**config.mk**
```make
export PLATFORM = sky130hd
export DESIGN_NAME = mpsb_queue
export DESIGN_NICKNAME = d
export VERILOG_FILES = /design/src/design/mpsb_queue.sv
export SDC_FILE = /design/constraint.sdc
export NUM_CORES = 1
export LEC_CHECK = 0
export BUFFER_PORTS_ARGS = -buffer_cell sky130_fd_sc_hd__buf_2
export CAP_MARGIN = 25
export CORE_ASPECT_RATIO = 0.75
export CORE_MARGIN = 1.5
export CORE_UTILIZATION = 45
export DETAILED_ROUTE_END_ITERATION = 10
export HOLD_SLACK_MARGIN = 0.02
export PLACE_DENSITY = 0.7
export SLEW_MARGIN = 20
export SYNTH_ARGS = -nofsm -noshare
export SYNTH_HDL_FRONTEND = slang
export SYNTH_SLANG_ARGS = --single-unit
```
**constraint.sdc**
```tcl
create_clock -name clk_i -period 16.1 [get_ports clk_i]
set_input_delay 3.22 -clock clk_i [delete_from_list [all_inputs] [get_ports clk_i]]
set_output_delay 3.22 -clock clk_i [all_outputs]
set_load 0.02 [all_outputs]
```
**src/design/mpsb_queue.sv**
```systemverilog
// Two-entry queue that decouples the coordinate front end from the
// iteration back end. Depends on nothing.
module mpsb_queue #(
  parameter int unsigned W = 96
) (
  input  logic         clk_i,
  input  logic         rst_ni,
  input  logic         push_i,
  input  logic [W-1:0] wdata_i,
  output logic         full_o,
  input  logic         pop_i,
  output logic         empty_o,
  output logic [W-1:0] rdata_o
);

  logic [W-1:0] mem_q [2];
  logic         wptr_q, rptr_q;
  logic [1:0]   cnt_q;
  logic         do_push, do_pop;

  assign full_o  = cnt_q == 2'd2;
  assign empty_o = cnt_q == 2'd0;
  assign do_push = push_i && !full_o;
  assign do_pop  = pop_i && !empty_o;
  assign rdata_o = mem_q[rptr_q];

  // Pointers and fill count.
  always_ff @(posedge clk_i or negedge rst_ni) begin
    if (!rst_ni) begin
      wptr_q <= 1'b0;
      rptr_q <= 1'b0;
      cnt_q  <= 2'd0;
    end else begin
      if (do_push) wptr_q <= ~wptr_q;
      if (do_pop)  rptr_q <= ~rptr_q;
      cnt_q <= cnt_q + {1'b0, do_push} - {1'b0, do_pop};
    end
  end

  // Entry storage.
  always_ff @(posedge clk_i) begin
    if (do_push) mem_q[wptr_q] <= wdata_i;
  end

endmodule

```
==> impl_metrics.xml <==
<?xml version="1.0" encoding="UTF-8"?>
<metrics>
  <group name="status">
    <metric name="status" unit="">completed</metric>
  </group>
  <group name="placed_design">
    <metric name="io_buffer_count" unit="">197</metric>
    <metric name="gpl.final_weighted_congestion" unit="">0.733</metric>
    <metric name="dp_worst_setup_slack" unit="ps">10550</metric>
    <metric name="post-dp-hpwl" unit="µm">8630</metric>
    <metric name="post_dp_cell_area" unit="µm²">8440</metric>
  </group>
  <group name="cells_and_area">
    <metric name="final_core_util" unit="%">58.3</metric>
    <metric name="layout.cells.most_common_list" unit="">197 x buf_2, 192 x edfxtp_1, 66 x mux2_2</metric>
    <metric name="fillers" unit="">1153</metric>
    <metric name="seqCellArea" unit="µm²">5870</metric>
    <metric name="multi_input_comb_area" unit="µm²">1300</metric>
    <metric name="layout.cell_area.non_filler" unit="µm²">9010</metric>
    <metric name="mostFrequentLayoutCell" unit="">buf_2</metric>
    <metric name="drive_gt1_share" unit="%">60.2</metric>
    <metric name="layout_nets" unit="">628</metric>
    <metric name="area.growth.synth_to_final" unit="%">24.5</metric>
  </group>
  <group name="clock_tree">
    <metric name="total_clock_sinks" unit="">196</metric>
    <metric name="post-cts-setup-buffer-count" unit="">0</metric>
    <metric name="cts_hold_repair.buffers" unit="">0</metric>
    <metric name="cts_max_path_buffers" unit="">2</metric>
    <metric name="clkSlewWorstSetupHoldPaths" unit="ps">60</metric>
    <metric name="numCtsBuffers" unit="">17</metric>
    <metric name="clk_latency_worst_skew_pair" unit="ps">420</metric>
    <metric name="cts-htree-levels" unit="">4</metric>
    <metric name="clock_tree.root_cell" unit="">clkbuf_16</metric>
    <metric name="cts_repair_resize_count" unit="">0</metric>
    <metric name="cts_tree" unit="">done</metric>
  </group>
  <group name="global_route">
    <metric name="grt_first_pass_wirelength" unit="µm">19400</metric>
    <metric name="track_usage" unit="%">15.7</metric>
    <metric name="initial_antenna_violation_count" unit="">2</metric>
    <metric name="grt_pass1_vias" unit="">3734</metric>
    <metric name="grt_max_degree" unit="">64</metric>
    <metric name="overflow" unit="">0</metric>
  </group>
  <group name="timing">
    <metric name="minimum_setup_slack_in_the_final_design" unit="ps">10210</metric>
    <metric name="timing.fmax" unit="MHz">170</metric>
    <metric name="timing_worst_slew_pin_value" unit="ps">858</metric>
    <metric name="clock_skew" unit="ps">7.94</metric>
    <metric name="slew_limit_headroom" unit="%">42.8</metric>
    <metric name="final_min_period_over_clock_period" unit="%">36.6</metric>
    <metric name="grt_setup_unrepaired" unit="">false</metric>
    <metric name="setup_viol_count_final" unit="">0</metric>
    <metric name="min_period" unit="ps">5890</metric>
    <metric name="hold_viol" unit="">0</metric>
    <metric name="max_slew_vio_count" unit="">0</metric>
    <metric name="fin_setup_tns" unit="ps">0</metric>
    <metric name="worst_slack_on_hold_paths" unit="ps">502</metric>
  </group>
  <group name="drt">
    <metric name="antenna_left" unit="">0</metric>
    <metric name="first_pass_iters" unit="">4</metric>
    <metric name="drt_iter0_markers" unit="">197</metric>
    <metric name="dr_total_vias" unit="">3636</metric>
    <metric name="route.detailed.drc" unit="">0</metric>
    <metric name="drt-vias-per-instance" unit="">4.89</metric>
    <metric name="wire_per_inst" unit="µm">17.5</metric>
    <metric name="postRouteWirelength" unit="µm">13000</metric>
  </group>
  <group name="logic_synthesis">
    <metric name="synthesis.instances" unit="">317</metric>
    <metric name="synth.ff_latch_count" unit="">196</metric>
    <metric name="yosys_warnings" unit="">0</metric>
    <metric name="synth.avg_cell_area" unit="µm²">22.8</metric>
    <metric name="synth_fp_nets" unit="">419</metric>
    <metric name="synth_area" unit="µm²">7240</metric>
    <metric name="synth.yosys.seq_area_share" unit="%">81.0</metric>
    <metric name="synth_cell_type_count" unit="">15</metric>
    <metric name="ys_top_cells_by_area" unit="">edfxtp_1 80%, mux2_2 10%, mux2_4 6.2%, dfrtp_1 1.4%, buf_6 0.78%</metric>
    <metric name="synth_largest_type_area_fraction" unit="%">79.6</metric>
    <metric name="cell_type_contributing_the_most_total_cell_area_after_synthesis" unit="">edfxtp_1</metric>
  </group>
  <group name="setup_path">
    <metric name="required" unit="ps">12880</metric>
    <metric name="cp_top_family" unit="">flip-flops</metric>
    <metric name="worst_path_max_delay_cell" unit="">dfrtp_4</metric>
    <metric name="start_kind" unit="">register</metric>
    <metric name="timing.critical_path.buf_inv" unit="">2</metric>
    <metric name="ordered_cell_list_for_the_critical_path" unit="">buf_4, mux2_2, buf_2</metric>
    <metric name="critical_path.endpoint_type" unit="">output port</metric>
    <metric name="criticalPathCategory" unit="">reg2out</metric>
    <metric name="arrival" unit="ps">2670</metric>
    <metric name="cp_slowest_stage_delay" unit="ps">980</metric>
    <metric name="path_max_fanout" unit="">58</metric>
  </group>
  <group name="pwr">
    <metric name="powerDensity" unit="nW/µm²">189</metric>
    <metric name="p_leak" unit="nW">3.46</metric>
    <metric name="worst_ir_drop_vdd" unit="V">0.000118</metric>
  </group>
  <group name="flow_run">
    <metric name="max-cap-violations" unit="">0</metric>
  </group>
  <group name="floorplanning">
    <metric name="floorplan.rows" unit="">39</metric>
    <metric name="floorplan.die.width" unit="µm">149</metric>
    <metric name="floorplan.initialDensity" unit="%">46.8</metric>
    <metric name="io-pin-count" unit="">198</metric>
    <metric name="die-area" unit="µm²">16900</metric>
    <metric name="die-height" unit="µm">113</metric>
    <metric name="core_region_area" unit="µm²">15500</metric>
  </group>
  <group name="min_path">
    <metric name="type_of_the_tightest_min_delay_check" unit="">reg2reg</metric>
  </group>
</metrics>
-- registers in the layout, summed over array words and instances, names as in the netlist --
register / count
mem_q: 192
cnt_q: 2
rptr_q: 1
wptr_q: 1
-- cell families after synthesis --
group | synth area share, %
xor+xnor | 0.484
flops | 81.0
mux | 16.5
simple gates | 0.415
buf+inv | 1.30
fa+ha+maj | 0.345
-- area by class of cell --
cell class,instances,share of cell area (%)
sequential,196,65.1
multi-input combinational,108,14.4
timing repair buffer,201,11.5
clock buffer,21,4.89
tap,205,2.85
clock inverter,10,1.18
inverter,2,0.0833
antenna,1,0.0278
-- routing by layer --
| layer | track usage (%) | up-vias | routed length (µm) |
|---|---|---|---|
| met2 | 23.7 | 147 | 6070 |
| met3 | 6.29 | 12 | 1150 |
| met5 | 0 | - | 16 |
| met4 | 6.20 | 2 | 131 |
| met1 | 20.3 | 1802 | 5650 |
| li1 | - | 1673 | - |
-- cell usage after synthesis (all sizes together) --
| cell type | n |
|---|---|
| xor2 | 1 |
| dfrtp | 4 |
| edfxtp | 192 |
| ha | 2 |
| inv | 2 |
| nand2 | 1 |
| nor2 | 2 |
| xnor2 | 3 |
| mux2 | 96 |
| nor2b | 1 |
| and3 | 1 |
| nand2b | 1 |
| buf | 11 |
-- worst reg2reg max path: stages, from the launching register on --
cell and delay, ps:
dfrtp_1 400, nand2b_1 140, nand2_1 160, nor2_4 400, buf_16 240, buf_4 650
-- through the flow --
step	total power [W]	instances
2_1_floorplan	0.00117	317
3_3_place_gp	0.00131	711
3_5_place_dp	0.00133	711
4_1_cts	0.00172	742
5_1_grt	0.00178	744
6_report	0.00170	744
-- final timing paths --
kind / start / end / slack [ps] / cells past startpoint
min in group asynchronous: rst_ni / wptr_q / 2600 / 1
max in group asynchronous: rst_ni / rptr_q / 13350 / 1
worst min register to register: cnt_q[1] / cnt_q[1] / 500 / 1
worst max register to register: cnt_q[1] / mem_q[0][31] / 13660 / 5
worst min-delay path: cnt_q[1] / cnt_q[1] / 500 / 1
worst max-delay path: rptr_q / rdata_o[15] / 10210 / 3
-- power by group --
group	total [W]	switching [W]	internal, W	leakage [nW]
combinational	0.000551	0.000317	0.000234	1.37
sequential	0.000756	0.0000571	0.000699	1.83
clock	0.000397	0.000170	0.000227	0.264
No activity file was read; power rests on OpenSTA's default activity.
