$ cat config.mk
export PLATFORM = sky130hd
export DESIGN_NAME = mpsb_front
export DESIGN_NICKNAME = d
export VERILOG_FILES = /design/src/design/mpsb_pkg.sv /design/src/design/mpsb_div.sv /design/src/design/mpsb_front.sv
export SDC_FILE = /design/constraint.sdc
export NUM_CORES = 1
export LEC_CHECK = 0
export BUFFER_PORTS_ARGS = -buffer_cell sky130_fd_sc_hd__buf_2
export CAP_MARGIN = 20
export CORE_ASPECT_RATIO = 2
export CORE_MARGIN = 8
export CORE_UTILIZATION = 45
export CTS_BUF_LIST = sky130_fd_sc_hd__clkbuf_8
export DETAILED_ROUTE_END_ITERATION = 8
export GPL_ROUTABILITY_DRIVEN = 0
export SETUP_SLACK_MARGIN = 0.3
export SLEW_MARGIN = 25
export SYNTH_ARGS = -nofsm -noshare
export SYNTH_HDL_FRONTEND = slang
export SYNTH_HIERARCHICAL = 1
export SYNTH_SLANG_ARGS = --single-unit
$ cat constraint.sdc
create_clock -name clk_i -period 5.58 [get_ports clk_i]
set_clock_uncertainty 0.05 [all_clocks]
set_input_delay 0.837 -clock clk_i [delete_from_list [all_inputs] [get_ports clk_i]]
set_output_delay 0.837 -clock clk_i [all_outputs]
set_load 0.1 [all_outputs]
$ cat src/design/mpsb_pkg.sv
// Shared package of the escape-time pixel shader: default parameters,
// register indexes and state machine types.
// No dependencies.
package mpsb_pkg;

  // Default build parameters.
  localparam int unsigned MAX_DIM_DEF   = 4096;
  localparam int unsigned FRAC_BITS_DEF = 28;

  // Register map and widths.
  localparam int unsigned CFG_IDX_W  = 2;
  localparam int unsigned CFG_DATA_W = 32;
  localparam int unsigned DIM_W      = 13;
  localparam int unsigned POS_W      = 12;
  localparam int unsigned LIM_W      = 16;
  localparam int unsigned PIX_W      = 32;

  typedef enum logic [CFG_IDX_W-1:0] {
    REG_WIDTH  = 2'd0,
    REG_HEIGHT = 2'd1,
    REG_LIMIT  = 2'd2,
    REG_BASE   = 2'd3
  } cfg_reg_e;

  // Reset values of the registers.
  localparam logic [DIM_W-1:0] WIDTH_RST  = 13'd640;
  localparam logic [DIM_W-1:0] HEIGHT_RST = 13'd480;
  localparam logic [LIM_W-1:0] LIMIT_RST  = 16'd256;
  localparam logic [PIX_W-1:0] BASE_RST   = 32'hFFFF_FFFF;

  // Reciprocal of 255 for 16-bit magnitudes: q = (m * RECIP_255) >> 23.
  localparam logic [15:0] RECIP_255 = 16'd32897;

  typedef enum logic [1:0] {
    F_IDLE,
    F_DIV,
    F_PUSH
  } front_state_e;

  typedef enum logic [2:0] {
    B_IDLE,
    B_MUL,
    B_ADD,
    B_PROD,
    B_DSTART,
    B_DIV,
    B_MIX,
    B_OUT
  } back_state_e;

endpackage

$ cat src/design/mpsb_div.sv
// Restoring divider for unsigned operands, one quotient bit per cycle.
// Depends on nothing.
module mpsb_div #(
  parameter int unsigned N = 42,
  parameter int unsigned D = 13
) (
  input  logic         clk_i,
  input  logic         rst_ni,
  input  logic         start_i,
  input  logic [N-1:0] dividend_i,
  input  logic [D-1:0] divisor_i,
  output logic         done_o,
  output logic [N-1:0] quotient_o
);

  localparam int unsigned CW = $clog2(N + 1);

  logic          busy_q, busy_d;
  logic          done_q, done_d;
  logic [CW-1:0] cnt_q, cnt_d;
  logic [D-1:0]  rem_q, rem_d;
  logic [N-1:0]  quo_q, quo_d;
  logic [D-1:0]  dvs_q, dvs_d;
  logic [D:0]    rem_sh;
  logic [D:0]    rem_sub;
  logic          fits;

  // One shift and trial subtract per cycle.
  assign rem_sh  = {rem_q, quo_q[N-1]};
  assign rem_sub = rem_sh - {1'b0, dvs_q};
  assign fits    = rem_sh >= {1'b0, dvs_q};

  always_comb begin
    busy_d = busy_q;
    done_d = done_q;
    cnt_d  = cnt_q;
    rem_d  = rem_q;
    quo_d  = quo_q;
    dvs_d  = dvs_q;
    if (start_i) begin
      busy_d = 1'b1;
      done_d = 1'b0;
      cnt_d  = '0;
      rem_d  = '0;
      quo_d  = dividend_i;
      dvs_d  = divisor_i;
    end else if (busy_q) begin
      rem_d = fits ? rem_sub[D-1:0] : rem_sh[D-1:0];
      quo_d = {quo_q[N-2:0], fits};
      cnt_d = cnt_q + 1'b1;
      if (cnt_q == CW'(N - 1)) begin
        busy_d = 1'b0;
        done_d = 1'b1;
      end
    end
  end

  always_ff @(posedge clk_i or negedge rst_ni) begin
    if (!rst_ni) begin
      busy_q <= 1'b0;
      done_q <= 1'b0;
      cnt_q  <= '0;
    end else begin
      busy_q <= busy_d;
      done_q <= done_d;
      cnt_q  <= cnt_d;
    end
  end

  always_ff @(posedge clk_i) begin
    rem_q <= rem_d;
    quo_q <= quo_d;
    dvs_q <= dvs_d;
  end

  assign done_o     = done_q;
  assign quotient_o = quo_q;

endmodule

$ cat src/design/mpsb_front.sv
// Front end: accepts a pixel request, clamps its position and maps it to
// the point c with two serial dividers. Depends on mpsb_pkg, mpsb_div.
module mpsb_front #(
  parameter int unsigned MAX_DIM   = mpsb_pkg::MAX_DIM_DEF,
  parameter int unsigned FRAC_BITS = mpsb_pkg::FRAC_BITS_DEF,
  localparam int unsigned ZW       = FRAC_BITS + 4
) (
  input  logic                        clk_i,
  input  logic                        rst_ni,
  input  logic                        push_i,
  output logic                        full_o,
  input  logic [mpsb_pkg::POS_W-1:0]  column_i,
  input  logic [mpsb_pkg::POS_W-1:0]  row_i,
  input  logic [mpsb_pkg::PIX_W-1:0]  old_pixel_i,
  input  logic [mpsb_pkg::DIM_W-1:0]  width_i,
  input  logic [mpsb_pkg::DIM_W-1:0]  height_i,
  output logic                        q_push_o,
  input  logic                        q_full_i,
  output logic [2*ZW+mpsb_pkg::PIX_W-1:0] q_data_o
);

  localparam int unsigned KW = FRAC_BITS + 2;
  localparam int unsigned NW = KW + mpsb_pkg::POS_W;
  localparam int unsigned DW = mpsb_pkg::DIM_W;
  localparam logic [KW-1:0] KRE = KW'(((64'd247 << FRAC_BITS) + 64'd50) / 64'd100);
  localparam logic [KW-1:0] KIM = KW'(((64'd224 << FRAC_BITS) + 64'd50) / 64'd100);
  localparam logic [ZW-1:0] OFS_RE = ZW'(64'd2 << FRAC_BITS);
  localparam logic [ZW-1:0] OFS_IM = ZW'(((64'd112 << FRAC_BITS) + 64'd50) / 64'd100);

  mpsb_pkg::front_state_e state_q, state_d;

  logic [DW-1:0]              w_eff, h_eff;
  logic [mpsb_pkg::POS_W-1:0] col_sat, row_sat;
  logic                       accept;
  logic                       re_done, im_done;
  logic [NW-1:0]              re_quo, im_quo;
  logic [NW-1:0]              re_num, im_num;
  logic [mpsb_pkg::PIX_W-1:0] old_q;
  logic [ZW-1:0]              cr, ci;

  // Zero dimension counts as one, oversized as the largest canvas.
  always_comb begin
    w_eff = width_i;
    h_eff = height_i;
    if (width_i == '0) w_eff = DW'(1);
    else if (32'(width_i) > 32'(MAX_DIM)) w_eff = DW'(MAX_DIM);
    if (height_i == '0) h_eff = DW'(1);
    else if (32'(height_i) > 32'(MAX_DIM)) h_eff = DW'(MAX_DIM);
  end

  // Positions outside the canvas saturate to its last pixel.
  always_comb begin
    col_sat = column_i;
    row_sat = row_i;
    if ({1'b0, column_i} >= w_eff) col_sat = mpsb_pkg::POS_W'(w_eff - 1'b1);
    if ({1'b0, row_i} >= h_eff)    row_sat = mpsb_pkg::POS_W'(h_eff - 1'b1);
  end

  assign accept = push_i && !full_o;

  // Scaled positions that the dividers take as dividends.
  assign re_num = NW'(KRE) * NW'(col_sat);
  assign im_num = NW'(KIM) * NW'(row_sat);

  mpsb_div #(.N(NW), .D(DW)) u_div_re (
    .clk_i      (clk_i),
    .rst_ni     (rst_ni),
    .start_i    (accept),
    .dividend_i (re_num),
    .divisor_i  (w_eff),
    .done_o     (re_done),
    .quotient_o (re_quo)
  );

  mpsb_div #(.N(NW), .D(DW)) u_div_im (
    .clk_i      (clk_i),
    .rst_ni     (rst_ni),
    .start_i    (accept),
    .dividend_i (im_num),
    .divisor_i  (h_eff),
    .done_o     (im_done),
    .quotient_o (im_quo)
  );

  // Next state.
  always_comb begin
    state_d = state_q;
    unique case (state_q)
      mpsb_pkg::F_IDLE: if (accept) state_d = mpsb_pkg::F_DIV;
      mpsb_pkg::F_DIV:  if (re_done && im_done) state_d = mpsb_pkg::F_PUSH;
      mpsb_pkg::F_PUSH: if (!q_full_i) state_d = mpsb_pkg::F_IDLE;
      default:          state_d = mpsb_pkg::F_IDLE;
    endcase
  end

  always_ff @(posedge clk_i or negedge rst_ni) begin
    if (!rst_ni) state_q <= mpsb_pkg::F_IDLE;
    else         state_q <= state_d;
  end

  always_ff @(posedge clk_i) begin
    if (accept) old_q <= old_pixel_i;
  end

  // Outputs: the point c in signed fixed point and the old pixel.
  assign cr       = {2'b00, re_quo[KW-1:0]} - OFS_RE;
  assign ci       = {2'b00, im_quo[KW-1:0]} - OFS_IM;
  assign full_o   = state_q != mpsb_pkg::F_IDLE;
  assign q_push_o = state_q == mpsb_pkg::F_PUSH;
  assign q_data_o = {cr, ci, old_q};

endmodule

==> impl_metrics.csv, run 1 <==
group,metric,value,unit
clock_tree,cts_buffers,17,
detailed_routing,route.detailed.drc,0,
synth,synthCells,2221,
hold_path,hold_class,"input pin to async pin",
synth,syn-cell-area,21800,µm²
detailed_routing,drt_pass1_iterations,5,
critical_path,critical_path.slowest_cell,"fa_1",
synth,ys_types,93,
detailed_routing,ant_nets,0,
synth,synth_area_leaders,"edfxtp_1, fa_1, ha_1",
critical_path,worst-path-buf-inv,7,
synth,synth_edf_count,142,
sta,fin_crit_sh,151,%
clock_tree,clk_latency,0.51,ns
finish,finish.utilization,64.0,%
critical_path,arrival,8.62,ns
sta,hold_ws,0.198,ns
critical_path,crit_type,"input pin to flip-flop",
run,drv_cap,0,
synth,synthTopCellsByCount,"inv_1, ha_1, fa_1, edfxtp_1, nor2_1",
critical_path,start_kind,"input pin",
placed_design,io_buffer_count,183,
critical_path,timing.rr.end,"u_div_re/quotient_o[0]$_DFFE_PP_",
clock_tree,cts-root-buf,"clkbuf_8",
synth,ys_warn_count,6,
detailed_routing,drt-vias-per-instance,5.15,
sta,setup_viol,72,
detailed_routing,wl_per_cell,17.1,µm
sta,max_slew.worst_pin.slew,0.923,ns
clock_tree,ctsHoldBuffers,0,
synth,yosys.area.top_type_share,19.6,%
floorplan,io_pins,184,
critical_path,r2r_slack,2.53,ns
floorplan,start_util,45.3,%
critical_path,cp.required,5.80,ns
status,violations,"setup timing",
critical_path,critPathCaptureType,"flip-flop",
clock_tree,cts_tree,"yes",
synth,seq_area_frac_synth,24.0,%
status,status,"finished with violations",
finish,final_nets,3544,
sta,fmax,0.119,GHz
global_routing,globalRouteOverflowTotal,0,
sta,fin_crit,8.40,ns
critical_path,cp_max_fo,6,
critical_path,cpLargestDelayFamily,"adder cells",
floorplan,die_w,172,µm
sta,relSlewSlack,38.4,%
global_routing,grt_pass1_vias,19922,
sta,rsz0062_at_grt,"true",
synth,postSynth.asyncResetShare,9.68,%
finish,drive_gt1_share,43.1,%
critical_path,r2r-start,"u_div_re/quotient_o[41]$_DFFE_PP_",
detailed_routing,drtIter0Drc,789,
clock_tree,cts.path.max_buffers,2,
synth,yosysTopAreaCell,"edfxtp_1",
clock_tree,cts_sinks,186,
global_routing,antenna_found_initial,2,
critical_path,max_stage_delay,0.53,ns
synth,ys_ff_latch,186,
floorplan,die_area,56100,µm²
critical_path,ff2ff_path_depth,10,
sta,hold_viol,0,
finish,areaGrowthSynthToFinish,41.1,%
detailed_routing,totalWireLength,62000,µm
floorplan,core-area,48100,µm²
global_routing,grt_max_degree,132,
sta,setup_slack,-2.82,ns
clock_tree,path_clk_slew,0.11,ns
synth,ys.flop_type,"edfxtp_1",
global_routing,grt_pass1_wl,100000,µm
sta,slew_viol_final,0,
detailed_routing,vias,18713,
global_routing,grt_usage,22.3,%
synth,syn_avg_cell_area,9.81,µm²
placed_design,dpl.hpwl,47500,µm
clock_tree,htree_num_levels,4,
floorplan,placementRows,114,
synth,yosysMostFrequentCell,"inv_1",
floorplan,die_h,327,µm
cell type report:
type	count	area, µm²
Multi-Input combinational cell	1538	16700
Fill cell	3850	17300
Sequential cell	186	5240
Inverter	430	1630
Clock inverter	15	120
Tap cell	638	798
Antenna cell	1	2.50
Clock buffer	17	234
Timing Repair Buffer	806	6050
logic make-up after synthesis:
| group | synth area share (%) |
|---|---|
| fa+ha+maj | 34.0 |
| xor+xnor | 5.07 |
| other cells | 0.0172 |
| flops | 24.0 |
| simple gates | 9.55 |
| mux | 6.38 |
| buf+inv | 8.75 |
| compound gates | 12.3 |
worst max-delay path by stage:
| stage | cells after the start | startpoint | endpoint |
|---|---|---|---|
| after floorplan | 35 | height_i[7] | u_div_im/quotient_o[37]$_DFFE_PP_ |
| after detailed placement | 35 | width_i[8] | u_div_re/quotient_o[41]$_DFFE_PP_ |
| final | 34 | width_i[7] | u_div_re/quotient_o[41]$_DFFE_PP_ |
| after CTS | 34 | width_i[7] | u_div_re/quotient_o[41]$_DFFE_PP_ |
| after global placement | 35 | width_i[8] | u_div_re/quotient_o[41]$_DFFE_PP_ |
| after global routing | 35 | width_i[7] | u_div_re/quotient_o[41]$_DFFE_PP_ |
registers in the layout, indices dropped and copies added (netlist names):
name                 count
u_div_im/cnt_q           6
u_div_re/dvs_q          13
u_div_re/done_o          1
u_div_im/dvs_q          13
u_div_im/busy_q          1
u_div_im/done_o          1
u_div_re/rem_q          13
old_q                   32
u_div_re/busy_q          1
u_div_im/rem_q          13
u_div_re/cnt_q           6
u_div_re/quotient_o     42
state_q                  2
u_div_im/quotient_o     42
metal layers:
metal | GRT usage (%) | up-vias | routed length (µm)
met2 | 37.6 | 431 | 30400
li1 | - | 9074 | -
met4 | 8.83 | 2 | 2270
met5 | 0 | - | 13
met1 | 28.0 | 9082 | 26500
met3 | 3.65 | 124 | 2820
layout by cell type (no fill, tap or decap), types with 25 or more instances in the layout:
cell type,netlist,final
nand2_1,87,79
buf_6,0,83
xnor2_1,72,67
dfxtp_1,26,26
mux2_2,102,75
inv_2,0,59
nand2b_1,30,25
fa_1,187,160
inv_1,429,368
nor2_1,109,96
buf_2,3,179
o21ai_0,61,43
mux2_4,0,27
a21o_1,55,55
a21oi_2,2,29
nand3_1,47,41
buf_4,5,533
nand4_1,27,27
ha_1,292,224
edfxtp_1,142,142
ha_4,0,63
fa_2,0,27
a21oi_1,103,67
xor2_1,54,54
timing repair:
item                       4_1_cts  5_1_grt
setup buffers                   87       39
pin swaps                      191      118
resized for setup              274      133
setup endpoints to repair       74       74
gates cloned                     2        0
through the flow:
step | cells | setup TNS (ns) | instance area, µm² | worst slack, ns
finish | 3631 | -150.56 | 30700 | -2.82
CTS | 3591 | -139.04 | 29900 | -2.71
global route | 3631 | -163.73 | 30700 | -2.99
floorplan | 2223 | -140.93 | 22300 | -2.78
detailed placement | 3470 | -203.42 | 27400 | -3.57
global placement | 3470 | -197.61 | 27400 | -3.52
Power of run 1 is left out: the tool's default activity adds up to more than one toggle a clock period on the data nets, which glitch-free logic cannot reach.
==> run 2, diff against run 1 <==
--- a/config.mk
+++ b/config.mk
@@ -5,6 +5,7 @@
 export SDC_FILE = /design/constraint.sdc
 export NUM_CORES = 1
 export LEC_CHECK = 0
+export ABC_AREA = 0
 export BUFFER_PORTS_ARGS = -buffer_cell sky130_fd_sc_hd__buf_2
 export CAP_MARGIN = 20
 export CORE_ASPECT_RATIO = 2
==> constraint.sdc (replaced) <==
create_clock -name clk_i -period 9.15 [get_ports clk_i]
set_clock_uncertainty 0.05 [all_clocks]
set_input_delay 1.3725 -clock clk_i [delete_from_list [all_inputs] [get_ports clk_i]]
set_output_delay 1.3725 -clock clk_i [all_outputs]
set_load 0.1 [all_outputs]
==> run 2 against run 1 <==
Effect of this change:
- the run now ends clean
- cell count is 8.3% lower
- global-route usage is 1.3 points lower
- wire length is 6.3% lower
- sequential share of layout area is 2.4 points higher
- sequential cell count stayed put
- setup slack better by 2.9 ns
- hold slack better by 0.23 ns
- critical path depth is 7 higher
- critical endpoint is now u_div_re/quotient_o[37]$_DFFE_PP_
- largest cell class unchanged
==> impl_metrics.csv, run 2 (synthesis results as in run 1) <==
group,metric,value,unit
clock_tree,clk_latency,0.53,ns
floorplan,die_h,327,µm
sta,relSlewSlack,34.9,%
clock_tree,cts_sinks,186,
critical_path,r2r_slack,5.91,ns
placed_design,dpl.hpwl,47200,µm
sta,hold_viol,0,
sta,slew_viol_final,0,
floorplan,die_w,172,µm
critical_path,arrival,9.31,ns
detailed_routing,totalWireLength,58100,µm
detailed_routing,route.detailed.drc,0,
critical_path,critical_path.slowest_cell,"fa_1",
global_routing,globalRouteOverflowTotal,0,
placed_design,dp_slack,-0.574,ns
floorplan,die_area,56100,µm²
hold_path,hold_path_depth,1,
floorplan,start_util,45.3,%
sta,rsz0062_at_grt,"true",
detailed_routing,vias,17245,
sta,max_slew.worst_pin.slew,0.975,ns
clock_tree,htree_num_levels,4,
critical_path,cp.required,9.37,ns
sta,fmax,0.110,GHz
critical_path,crit_type,"input pin to flip-flop",
sta,setup_viol,0,
global_routing,antenna_found_initial,3,
finish,drive_gt1_share,29.8,%
detailed_routing,wl_per_cell,17.5,µm
global_routing,grt_max_degree,134,
detailed_routing,wl_met1,26500,µm
clock_tree,cts_buffers,17,
detailed_routing,top_layer,"met4",
critical_path,ff2ff_path_depth,10,
clock_tree,cts.path.max_buffers,2,
clock_tree,cts_tree,"yes",
sta,setup_slack,0.0613,ns
critical_path,timing.rr.end,"u_div_re/quotient_o[0]$_DFFE_PP_",
detailed_routing,drtIter0Drc,811,
critical_path,cp_max_fo,5,
detailed_routing,dr_wl_met3,2860,µm
hold_path,hold_start,"state_q[1]$_DFFE_PN0P_",
detailed_routing,drt-vias-per-instance,5.18,
critical_path,critPathMostFrequentCell,"buf_6",
sta,fin_crit_sh,99.3,%
critical_path,start_kind,"input pin",
finish,fillers,4351,
status,status,"completed",
sta,fin_crit,9.09,ns
detailed_routing,drt_pass1_iterations,5,
critical_path,critPathCaptureType,"flip-flop",
floorplan,core-area,48100,µm²
clock_tree,cts-root-buf,"clkbuf_8",
placed_design,io_buffer_count,183,
clock_tree,path_clk_slew,0.11,ns
critical_path,r2r-start,"u_div_re/quotient_o[41]$_DFFE_PP_",
detailed_routing,ant_nets,0,
hold_path,holdPathEnd,"state_q[0]$_DFFE_PN0P_",
hold_path,hold_class,"flip-flop to flip-flop",
finish,final_nets,3239,
floorplan,io_pins,184,
floorplan,placementRows,114,
finish,final_common_cell,"inv_1",
finish,areaGrowthSynthToFinish,23.5,%
global_routing,grt_pass1_vias,17820,
critical_path,max_stage_delay,0.55,ns
run,drv_cap,0,
critical_path,cpLargestDelayFamily,"adder cells",
global_routing,grt_usage,21.0,%
global_routing,grt_pass1_wl,92700,µm
detailed_routing,route.met2.wl,27300,µm
critical_path,worst-path-buf-inv,15,
finish,mostFrequentLayoutCells,"inv_1, buf_4, ha_1",
-- run 2: worst register-to-register path, delay by kind of cell (launching register included) --
family          cells  cell delay, ns
buf+inv             2            0.16
compound gates      4            1.14
mux                 1            0.38
fa+ha+maj           2            0.63
simple gates        1            0.18
flops               1            0.45
-- run 2: area by class of cell --
class	count	area [µm²]	share of cell area [%]
tap	638	798	2.97
sequential	186	5240	19.5
clock buffer	17	234	0.870
antenna	3	7.51	0.0279
multi-input combinational	1539	15400	57.3
clock inverter	15	158	0.586
inverter	430	1620	6.02
timing repair buffer	500	3440	12.8
-- run 2: per-stage QoR --
stage	util (%)	hold WS [ns]	instance area, µm²	std cells	setup TNS (ns)
2_1_floorplan	-	0.376	22100	2223	0
3_3_place_gp	53.3	0.395	25600	3259	-8.06
3_5_place_dp	53.3	0.411	25600	3259	-10.30
4_1_cts	54.6	0.425	26200	3301	0
5_1_grt	55.9	0.470	26900	3328	-0.313
6_report	55.9	0.424	26900	3328	0
-- run 2: per-layer routing --
layer / global-route usage [%] / vias to the layer above
met2: 34.1 / 380
met3: 3.10 / 85
li1: - / 8470
met1: 28.2 / 8310
met5: 0 / -
met4: 6.99 / 0
-- run 2: worst max path at each step --
stage	from	cells past startpoint	slack, ns	to
3_5_place_dp	width_i[8]	36	-0.57	u_div_re/quotient_o[41]$_DFFE_PP_
3_3_place_gp	width_i[8]	35	-0.58	u_div_re/quotient_o[40]$_DFFE_PP_
2_1_floorplan	height_i[7]	35	0.25	u_div_im/quotient_o[37]$_DFFE_PP_
5_1_grt	width_i[7]	37	-0.14	u_div_re/quotient_o[41]$_DFFE_PP_
6_report	width_i[7]	41	0.06	u_div_re/quotient_o[37]$_DFFE_PP_
4_1_cts	width_i[7]	37	0.13	u_div_re/quotient_o[41]$_DFFE_PP_
-- run 2: repair_timing --
item | in CTS | in global routing
gates cloned | 1 | 1
resized for setup | 33 | 110
pin swaps | 38 | 80
setup buffers | 9 | 23
hold buffers | 0 | 0
setup endpoints to repair | 19 | 34
Power of run 2 is left out for the same reason.
